`src/hdl/dha_pkg.sv`:
```
package dha_pkg;

    localparam int COORD_BITS      = 32;
    localparam int ANGLE_FRAC_BITS = 16;
    localparam int CORDIC_STEPS    = 20;

    localparam int VW = COORD_BITS + 1;
    localparam int PW = 2 * VW;
    localparam int NW = PW + 1;
    localparam int TW = VW + NW + 2;
    localparam int XW = 2 * NW + 2;
    localparam int LW = PW + 2;

    localparam int SQRT_SHIFT = 32;
    localparam int RW  = (LW + 2 * SQRT_SHIFT + 1) / 2;
    localparam int SW  = 2 * RW;
    localparam int RMW = RW + 3;

    localparam int YW = RW + TW;
    localparam int SHW = $clog2(YW);
    localparam int NORM_BITS = 30;
    localparam int CXW = NORM_BITS + 4;

    localparam int NLO = NW / 2;
    localparam int NHI = NW - NLO;
    localparam int RLO = RW / 2;
    localparam int RHI = RW - RLO;
    localparam int T0W = TW / 3;
    localparam int T2W = TW - 2 * T0W;
    localparam int MPW = RHI + T2W + 2;

    localparam int ZF  = 61;
    localparam int ZW  = 64;
    localparam int AW  = ANGLE_FRAC_BITS + 3;
    localparam int RND = ZF - ANGLE_FRAC_BITS;

    localparam logic signed [ZW-1:0] PI_Z       = 64'sh6487ED5110B4611A;
    localparam logic signed [ZW-1:0] QPI_Z      = 64'sh1921FB54442D1846;
    localparam logic signed [ZW-1:0] HPI_Z      = 64'sh3243F6A8885A308C;
    localparam logic signed [ZW-1:0] ROUND_HALF = ZW'(1) <<< (RND - 1);
    localparam logic signed [ZW-1:0] LIM_Z      = (PI_Z + ROUND_HALF) >>> RND;
    localparam logic signed [AW-1:0] ANGLE_LIM  = AW'(LIM_Z);

    localparam int QDEPTH = 2;
    localparam int QAW    = $clog2(QDEPTH);

    typedef struct packed {
        logic signed [VW-1:0] x;
        logic signed [VW-1:0] y;
        logic signed [VW-1:0] z;
    } vec_t;

    typedef struct packed {
        logic signed [NW-1:0] x;
        logic signed [NW-1:0] y;
        logic signed [NW-1:0] z;
    } nrm_t;

    typedef struct packed {
        vec_t v1;
        vec_t v2;
        nrm_t n1;
        nrm_t n2;
    } geom_t;

    typedef logic signed [ZW-1:0] ztab_t [CORDIC_STEPS];

    function automatic longint quotient(longint num, longint den);
        longint q;
        longint r;
        q = 0;
        r = 0;
        for (int b = 62; b >= 0; b--)
        begin
            r = (r <<< 1) | ((num >>> b) & longint'(1));
            if (r >= den)
            begin
                r = r - den;
                q = q | (longint'(1) <<< b);
            end
        end
        return q;
    endfunction

    function automatic ztab_t atan_table();
        ztab_t  tab;
        longint acc;
        longint term;
        int     e;
        for (int i = 0; i < CORDIC_STEPS; i++)
        begin
            if (i == 0)
            begin
                tab[i] = QPI_Z;
            end
            else
            begin
                acc = 0;
                for (int n = 0; n < 32; n++)
                begin
                    e = ZF - i * (2 * n + 1);
                    if (e >= 0)
                    begin
                        term = quotient(longint'(1) <<< e, longint'(2 * n + 1));
                        acc = ((n & 1) == 1) ? acc - term : acc + term;
                    end
                end
                tab[i] = acc;
            end
        end
        return tab;
    endfunction

    localparam ztab_t ATAN_TAB = atan_table();

endpackage

```
`src/hdl/dha_queue.sv`:
```
module dha_queue (
    input  logic           clk,
    input  logic           rst_n,
    input  logic           push,
    input  dha_pkg::geom_t push_data,
    input  logic           pop,
    output logic           head_valid,
    output dha_pkg::geom_t head_data,
    output logic           full
);
    import dha_pkg::*;

    geom_t          mem_reg [QDEPTH];
    logic [QAW-1:0] wr_ptr_reg, rd_ptr_reg;
    logic [QAW:0]   count_reg;
    logic           do_push, do_pop;

    assign head_valid = (count_reg != '0);
    assign full       = (count_reg == (QAW + 1)'(QDEPTH));
    assign do_push    = push && !full;
    assign do_pop     = pop && head_valid;
    assign head_data  = mem_reg[rd_ptr_reg];

    always_ff @(posedge clk or negedge rst_n)
    begin
        if (!rst_n)
        begin
            wr_ptr_reg <= '0;
            rd_ptr_reg <= '0;
            count_reg  <= '0;
        end
        else
        begin
            if (do_push)
            begin
                wr_ptr_reg <= wr_ptr_reg + QAW'(1);
            end
            if (do_pop)
            begin
                rd_ptr_reg <= rd_ptr_reg + QAW'(1);
            end
            count_reg <= count_reg + (QAW + 1)'(do_push) - (QAW + 1)'(do_pop);
        end
    end

    always_ff @(posedge clk)
    begin
        if (do_push)
        begin
            mem_reg[wr_ptr_reg] <= push_data;
        end
    end

endmodule

```
`config.mk`:
```
export PLATFORM = sky130hd
export DESIGN_NAME = dha_queue
export DESIGN_NICKNAME = d
export VERILOG_FILES = /design/src/hdl/dha_pkg.sv /design/src/hdl/dha_queue.sv
export SDC_FILE = /design/constraint.sdc
export NUM_CORES = 1
export LEC_CHECK = 0
export BUFFER_PORTS_ARGS = -buffer_cell sky130_fd_sc_hd__clkbuf_2
export CAP_MARGIN = 15
export CELL_PAD_IN_SITES_DETAIL_PLACEMENT = 0
export CELL_PAD_IN_SITES_GLOBAL_PLACEMENT = 1
export CORE_AREA = 2 2 465 467
export DETAILED_ROUTE_END_ITERATION = 6
export DIE_AREA = 0 0 467 469
export PLACE_DENSITY_LB_ADDON = 0.1
export SLEW_MARGIN = 20
export SYNTH_ARGS = -nofsm -noshare
export SYNTH_HDL_FRONTEND = slang
export SYNTH_SLANG_ARGS = --single-unit
```
`constraint.sdc`:
```
create_clock -name clk -period 39 [get_ports clk]
set_input_delay 3.9 -clock clk [delete_from_list [all_inputs] [get_ports clk]]
set_output_delay 3.9 -clock clk [all_outputs]
set_load 0.01 [all_outputs]
```
### Word level (Yosys, flattened, before mapping)

Memory sizes are Yosys's and may differ from the RTL's.
Index checks and enable logic that the tools add are counted.

* output and inout port bits: 602
* logic and storage cells: 15
* register bits after elaboration: 4
* memories: 1
* memory bits (writable): 1200

Memory list
* mem_reg: depth 2, width 600, read ports 1, clocked after memory_dff 0, wr ports 1, line dha_queue.sv:13 `geom_t mem_reg [QDEPTH];`

* mux-type cells: 2
* reduce and logical (&&, ||, !) cells: 4
* equal/unequal tests: 1
* add/subtract/negate cells: 4

Operator list (count)
* 1-bit adder (second input constant): 2
* 2-bit by 1-bit adder with 2-bit output: 1
* 2-bit == test (second input constant): 1
* 1-bit logical AND: 2
* 1-bit 2-to-1 mux: 2
* 2-bit nonzero test: 1
* 2-bit by 1-bit subtractor with 2-bit output: 1
* 1-bit logical NOT: 1

### Longest topological paths before layout

Gate-level depths: netlist (run 1).

* word-level depth: 5
* mapped depth: 7

### Least setup slack after synthesis (run 1)

No wires, ideal clock.

* path type: input to register
* from: input port push
* to: memory mem_reg[0][0] (netlist bit), enable pin
* stages: 2
* setup slack: 8620 ps
* arrival time: 28802 ps
* library setup time: 1578 ps
* buffers on the path: 0
* cells stage by stage: nand2_1 -> nor2_1

* longest elaborated chain between the ends: 3

RTL lines
* start, declared: line dha_queue.sv:4 `input logic push,`
* 1-bit logical AND: line dha_queue.sv:20 `assign do_push = push && !full;`
* 1-bit 2-to-1 mux: line dha_queue.sv:48 `if (do_push)`
* 1-bit 2-to-1 mux (implied by the code): line dha_queue.sv:50 `mem_reg[wr_ptr_reg] <= push_data;`
* end, declared: line dha_queue.sv:13

No other way between the ends.

==> results of run 1 <==
final timing paths:
path                                        endpoint  slack [ns]  cells after the start
setup / recovery                      head_data[349]       29.75                      6
hold / removal                count_reg[1]$_DFF_PN0_        0.49                      1
setup reg to reg           mem_reg[0][127]$_DFFE_PP_       34.35                      7
hold reg to reg               count_reg[1]$_DFF_PN0_        0.49                      1
max in group asynchronous     rd_ptr_reg$_DFFE_PN0P_       35.87                      1
min in group asynchronous     rd_ptr_reg$_DFFE_PN0P_        2.97                      1
area by class of cell:
cell class	instances	area [um2]	area share
antenna	23	57.6	0.000999
multi-input combinational	612	6860	0.119
sequential	1204	36100	0.627
inverter	2	7.51	0.000130
clock inverter	66	689	0.0120
timing repair buffer	1228	6280	0.109
clock buffer	189	4030	0.0699
tap	2838	3550	0.0616
cells by family (layout without fill, tap and decap cells):
group	count (synthesis)	count (layout)	synth area share
multiplexers	600	600	0.154
XOR/XNOR	4	4	0.000801
flip-flops	1204	1204	0.826
other	0	23	0
buffers and inverters	69	1485	0.0173
adder cells (fa/ha/maj)	2	2	0.000572
AND/OR/NAND/NOR	6	6	0.000744
through the flow:
step,util,power (mW),hold WS [ns],worst slack (ns)
detailed placement,0.247,3.27,0.488,30.27
CTS,0.269,4.65,0.500,29.43
finish,0.270,4.54,0.491,29.75
global placement,0.247,3.26,0.482,30.43
floorplan,-,2.91,0.460,8.62
global route,0.269,4.76,0.546,29.33
worst max-delay path, delay by kind of cell (launching register included):
family   cells  cell delay, ns
buf+inv      5            3.01
flops        1            0.87
mux          1            0.42
cell usage in the layout, fill, tap and decap left out, types with 3 or more instances in the layout:
master,n
clkinv_1,31
clkbuf_16,156
edfxtp_1,1200
xnor2_1,3
clkinvlp_4,4
diode_2,23
mux2_2,600
clkbuf_2,1205
buf_12,4
inv_6,3
buf_4,16
bufinv_16,12
clkinv_2,12
clkbuf_1,33
dfrtp_1,3
power breakdown:
| part | internal (mW) | switching, mW |
|---|---|---|
| logic | 0.516 | 0.827 |
| registers | 1.77 | 0.0771 |
| clock network | 0.806 | 0.538 |
metal layers:
| metal | vias up | global-route usage | wire length (um) |
|---|---|---|---|
| li1 | 10242 | - | - |
| met1 | 11840 | 0.143 | 56100 |
| met4 | 78 | 0.0440 | 4140 |
| met5 | - | 0 | 520 |
| met3 | 294 | 0.0696 | 16800 |
| met2 | 990 | 0.230 | 76700 |
==> metrics.md, run 1 <==
| Metric | Value |
|---|---|
| Syn Inst Count | `1885` |
| Fmax | `108 MHz` |
| Critical path's slowest cell | `dfrtp_4` |
| First-pass GRT wire length | `205000 um` |
| Clk_lat worst skew | `0.77 ns` |
| Placeable Area | `0.214 mm2` |
| Status | `complete, no violations` |
| Most common cell in the synthesized netlist | `edfxtp_1` |
| Largest area contributor in the netlist | `edfxtp_1` |
| Endpoints failing setup | `0` |
| VDD IR max | `0.0515 mV` |
| Startpoint class of the critical path | `register` |
| Starting Density | `0.205` |
| Top-area cell type share of the netlist area | `0.824` |
| Hold Startpoint | `count_reg[1]$_DFF_PN0_` |
| Async SR Flop Fraction | `0.00332` |
| Number of fill cells | `21765` |
| Post_cts resized | `0` |
| Initial DRC count | `1143` |
| Post-Syn Area | `0.0437 mm2` |
| Max-cap viol count | `0` |
| Crit. End Element | `output pin` |
| Setup Fix Bufs, Post-CTS | `0` |
| Vias in the first global route | `25139` |
| Die H | `469 um` |
| Clock buffer depth | `3` |
| Slew @ Worst Pin | `1.08 ns` |
| Sink Count | `1204` |
| Sequential-to-total area share from yosys stat | `0.826` |
| CTS Hold Bufs | `0` |
| # IOs | `1206` |
| Vias/cell | `3.80` |
| Most used cell, CP | `buf_4` |
| H-tree Lvls | `4` |
| Leakage | `21.0 nW` |
| Pwr dens | `78.7 mW/mm2` |
| CP peak stage delay | `0.87 ns` |
| Mean post-synth cell area | `23.2 um2` |
| Final cycle utilization of the critical path | `0.237` |
| Overflow after GRT | `0` |
| Slew margin rel. | `0.280` |
| Synthesized net count | `2491` |
| Clock skew | `0.0260 ns` |
| Yosys warns | `0` |
| Ratio of cells with drive above 1 in the final layout | `0.613` |
| ANT nets after route | `0` |
| GRT Total Usage | `0.135` |
| Finished Layout Cells | `6162` |
| Final Max Tran Viols | `0` |
| Avg WL per Cell | `25.0 um` |
| CP Data Arrival Time | `5.35 ns` |
| Die area | `0.219 mm2` |
| PortBufs | `1205` |
| Top cells by count, synth | `edfxtp_1 (1200), mux2_2 (600), buf_6 (66)` |
| Net count, final | `3803` |
| Min-delay worst type | `reg -> reg` |
| Number of synthesized flops with an enable pin | `1200` |
| Drt drc | `0` |
| Area grow syn2layout | `31.7%` |
| Synth cell types | `15` |
| Finished Cell Area | `0.0576 mm2` |
| Die outline width | `467 um` |
| Inserted Clock Buffers | `149` |
| Fin. Hold Viols | `0` |
| Clk slew on worst S/H paths | `0.05 ns` |
| DP Wirelength | `114000 um` |
| R2R Path Start | `count_reg[1]$_DFF_PN0_` |
| Post-placement cell count | `5883` |
| Synth top area cells | `edfxtp_1 (82%), mux2_2 (15%), buf_6 (1.7%)` |
| Worst setup path start | `rd_ptr_reg$_DFFE_PN0P_` |
| Row count | `170` |
| Critical path fanouts, max | `156` |
| Pin count of the biggest net entering global routing | `163` |
| Post-Route WL | `154000 um` |
| Crit path required time | `35.10 ns` |
| Post-synth top flop | `edfxtp_1` |
| Vias after detailed routing | `23444` |
| Minimum clock period | `9.25 ns` |
| Initial antenna violation count | `87` |
| Initial DRT Pass Iterations | `5` |
| RD Place Congestion | `0.808` |
| Clk root buf | `clkbuf_16` |
| CP Cell Sequence | `buf_4 -> buf_12 -> buf_4 -> buf_4 -> mux2_2 -> clkbuf_2` |
| CTS tree | `built` |
| Largest register FFs | `1200` |
| Number of synthesized register bits | `1204` |
| RSZ-0062 raised after global routing | `no` |
| Kind of critical path | `reg -> out` |
| Cell Area, Placed | `0.0528 mm2` |
| Sum of negative setup slack | `0 ns` |
Note: power is estimated with default switching activity, not from simulation.
==> run 2, diff against run 1 <==
- ABC_AREA: default -> 1
- CORE_AREA: 2 2 465 467 -> 2 2 468 470
- DIE_AREA: 0 0 467 469 -> 0 0 470 472
- clock period: 39 -> 7.6 ns (I/O delays scaled with it)
==> run 2 against run 1 <==
Clock power grew to 5.0 times the previous value. Cell area is 0.25% higher. Routed wire length grew 14%. Register-to-register slack got worse by 30 ns. Final cell count is 20% higher. Die area increased by 1.3%. Synthesized cell count is 68% higher. Critical endpoint is now head_data[97].
==> metrics.md, run 2 <==
| Metric | Value |
|---|---|
| Ratio of cells with drive above 1 in the final layout | `0.315 (-0.298)` |
| Die outline width | `470 um (+0.64%)` |
| Yosys warns | `0 (unchanged)` |
| Synth cell types | `13 (-2)` |
| Post_cts resized | `0 (unchanged)` |
| Fmax | `230 MHz` |
| Pin count of the biggest net entering global routing | `196 (+20%)` |
| Status | `complete, no violations` |
| DP Wirelength | `125000 um (+9.5%)` |
| Initial antenna violation count | `117 (+34%)` |
| Die area | `0.222 mm2 (+1.3%)` |
| ANT nets after route | `0 (unchanged)` |
| Async SR Flop Fraction | `0.00332 (unchanged)` |
| CP peak stage delay | `0.66 ns (-0.21 ns)` |
| Setup Fix Bufs, Post-CTS | `0 (unchanged)` |
| Top-area cell type share of the netlist area | `0.813 (-0.0106)` |
| Critical path's slowest cell | `dfrtp_4` |
| Avg WL per Cell | `23.7 um (-5.3%)` |
| Clk root buf | `clkbuf_16` |
| GRT Total Usage | `0.154 (+0.0190)` |
| CTS Hold Bufs | `1 (+1)` |
| Slew margin rel. | `0.168 (-0.112)` |
| Initial DRC count | `1520 (+33%)` |
| Vias after detailed routing | `28106 (+20%)` |
| CTS tree | `built` |
| Kind of critical path | `reg -> out` |
| Critical path fanouts, max | `146 (-6.4%)` |
| Post-placement cell count | `7127 (+21%)` |
| Commonest non-fill, non-tap cells in the layout | `nand2_1 (1812), clkbuf_2 (1205), edfxtp_1 (1200)` |
| Vias in the first global route | `27756 (+10%)` |
| Synth top area cells | `edfxtp_1 (81%), nand2_1 (15%), buf_6 (1.6%)` |
| Post-Route WL | `176000 um (+14%)` |
| Clk slew on worst S/H paths | `0.06 ns (about the same)` |
| Final Max Tran Viols | `0 (unchanged)` |
| Top cells by count, synth | `nand2_1 (1813), edfxtp_1 (1200), buf_6 (61)` |
| Clk_lat worst skew | `0.79 ns (+0.02 ns)` |
| Top sig layer | `met5` |
| PortBufs | `1205 (unchanged)` |
| Post-Syn Area | `0.0443 mm2 (+1.3%)` |
| Mean post-synth cell area | `14.0 um2 (-40%)` |
| Pwr dens | `417 mW/mm2 (+430%)` |
| Min-delay worst type | `in -> reg` |
| Drt drc | `0 (unchanged)` |
| # IOs | `1206 (unchanged)` |
| Max-cap viol count | `0 (unchanged)` |
| VDD IR max | `0.259 mV (+400%)` |
| Minimum clock period | `4.35 ns` |
| Final cycle utilization of the critical path | `0.572` |
| Sequential-to-total area share from yosys stat | `0.815 (-0.0107)` |
| Initial DRT Pass Iterations | `5 (unchanged)` |
| Largest register FFs | `1200 (unchanged)` |
| First-pass GRT wire length | `236000 um (+15%)` |
| Overflow after GRT | `0 (unchanged)` |
| Starting Density | `0.205 (about the same)` |
| Synthesized net count | `3772 (+51%)` |
| H-tree Lvls | `4 (unchanged)` |
| RSZ-0062 raised after global routing | `no` |
| Leakage | `24.1 nW (+15%)` |
| Commonest non-fill, non-tap cell in the layout | `nand2_1` |
| Met2 Routed Length | `85900 um (+12%)` |
| Fin. Hold Viols | `0 (unchanged)` |
| Largest area contributor in the netlist | `edfxtp_1` |
| R2R Setup Slk | `4.48 ns (-29.87 ns)` |
| Sum of negative setup slack | `0 ns (unchanged)` |
| CP Cell Sequence | `buf_4 -> buf_12 -> nand2_1 -> nand2_1 -> clkbuf_2` |
| Post-synth top flop | `edfxtp_1` |
| Finished Layout Cells | `7417 (+20%)` |
| Most common cell in the synthesized netlist | `nand2_1` |
| Die H | `472 um (+0.64%)` |
| Number of synthesized flops with an enable pin | `1200 (unchanged)` |
| Startpoint class of the critical path | `register` |
| Met1 wire length | `64400 um (+15%)` |
| Most used cell, CP | `nand2_1` |
| Crit. End Element | `output pin` |
| Endpoints failing setup | `0 (unchanged)` |
| Crit path required time | `6.84 ns (-28.26 ns)` |
| Sink Count | `1204 (unchanged)` |
| Net count, final | `5032 (+32%)` |
| Row count | `171 (+0.59%)` |
| Vias/cell | `3.79 (-0.40%)` |
| Inserted Clock Buffers | `150 (+0.67%)` |
| Clock skew | `0.0255 ns (-0.000546 ns)` |
| Met3 WL | `20600 um (+23%)` |
| Number of synthesized register bits | `1204 (unchanged)` |
| Slew @ Worst Pin | `1.25 ns (+0.168 ns)` |
| Placeable Area | `0.217 mm2 (+1.3%)` |
| CP Data Arrival Time | `3.59 ns (-1.76 ns)` |
| Clock buffer depth | `3 (unchanged)` |
| RD Place Congestion | `0.809 (+0.19%)` |
| Syn Inst Count | `3166 (+68%)` |
| Area grow syn2layout | `30.4%` |
-- run 2: changes by cell type after synthesis, moves of 3 or more --
cell	previous run	this run
buf_6	66	61
mux2_2	600	0
inv_1	2	9
nand3_1	0	3
buf_2	1	13
nand2_1	1	1813
xnor2_1	3	0
buf_8	0	10
buf_4	0	48
-- run 2: path summary, 6_finish.rpt --
kind / end / depth (start not counted) / start
max in group asynchronous: rd_ptr_reg$_DFFE_PN0P_ / 2 / rst_n
max reg2reg: mem_reg[1][503]$_DFFE_PP_ / 5 / count_reg[1]$_DFF_PN0_
min reg2reg: wr_ptr_reg$_DFFE_PN0P_ / 2 / wr_ptr_reg$_DFFE_PN0P_
min: mem_reg[0][271]$_DFFE_PP_ / 1 / push_data[271]
min in group asynchronous: rd_ptr_reg$_DFFE_PN0P_ / 2 / rst_n
max: head_data[97] / 5 / rd_ptr_reg$_DFFE_PN0P_
-- run 2: layout make-up --
type                            instances  area, um2
Fill cell                           22673     159000
Sequential cell                      1204      36100
Multi-Input combinational cell       1819       6890
Timing Repair Buffer                 1241       6430
Clock buffer                          198       3940
Tap cell                             2854       3570
Clock inverter                         69        671
Inverter                               10       67.6
Antenna cell                           22       55.1
-- run 2: where the power goes --
group / total (mW) / switching, mW / internal [mW]
Combinational: 7.96 / 5.88 / 2.08
Sequential: 9.39 / 0.334 / 9.06
Clock: 6.74 / 2.89 / 3.85
-- run 2: critical path: cells and delay by family, from the launching register on --
kind / cells / cell delay, ns
flip-flops: 1 / 0.66
buffers and inverters: 3 / 1.29
AND/OR/NAND/NOR: 2 / 0.54
-- run 2: through the flow --
step	cell area, um2	util	setup WS [ns]	hold slack (ns)	power [mW]
after floorplan	44400	-	-2.65	0.442	14.3
after global placement	53100	0.245	3.91	0.472	17.9
after detailed placement	53100	0.245	3.92	0.474	17.9
after CTS	57700	0.267	3.02	0.0510	24.8
after global routing	57700	0.267	3.00	0.0737	25.6
final	57800	0.267	3.25	0.153	24.1
-- run 2: cells by family after synthesis --
kind of cell  share of synthesized area
flops                             0.815
buf+inv                          0.0300
simple gates                      0.154
fa+ha+maj                      0.000565
-- run 2: layer usage --
layer	vias up	global-route usage
met5	-	0
met4	114	0.0367
met3	374	0.0878
met2	1062	0.264
met1	13256	0.161
li1	13300	-
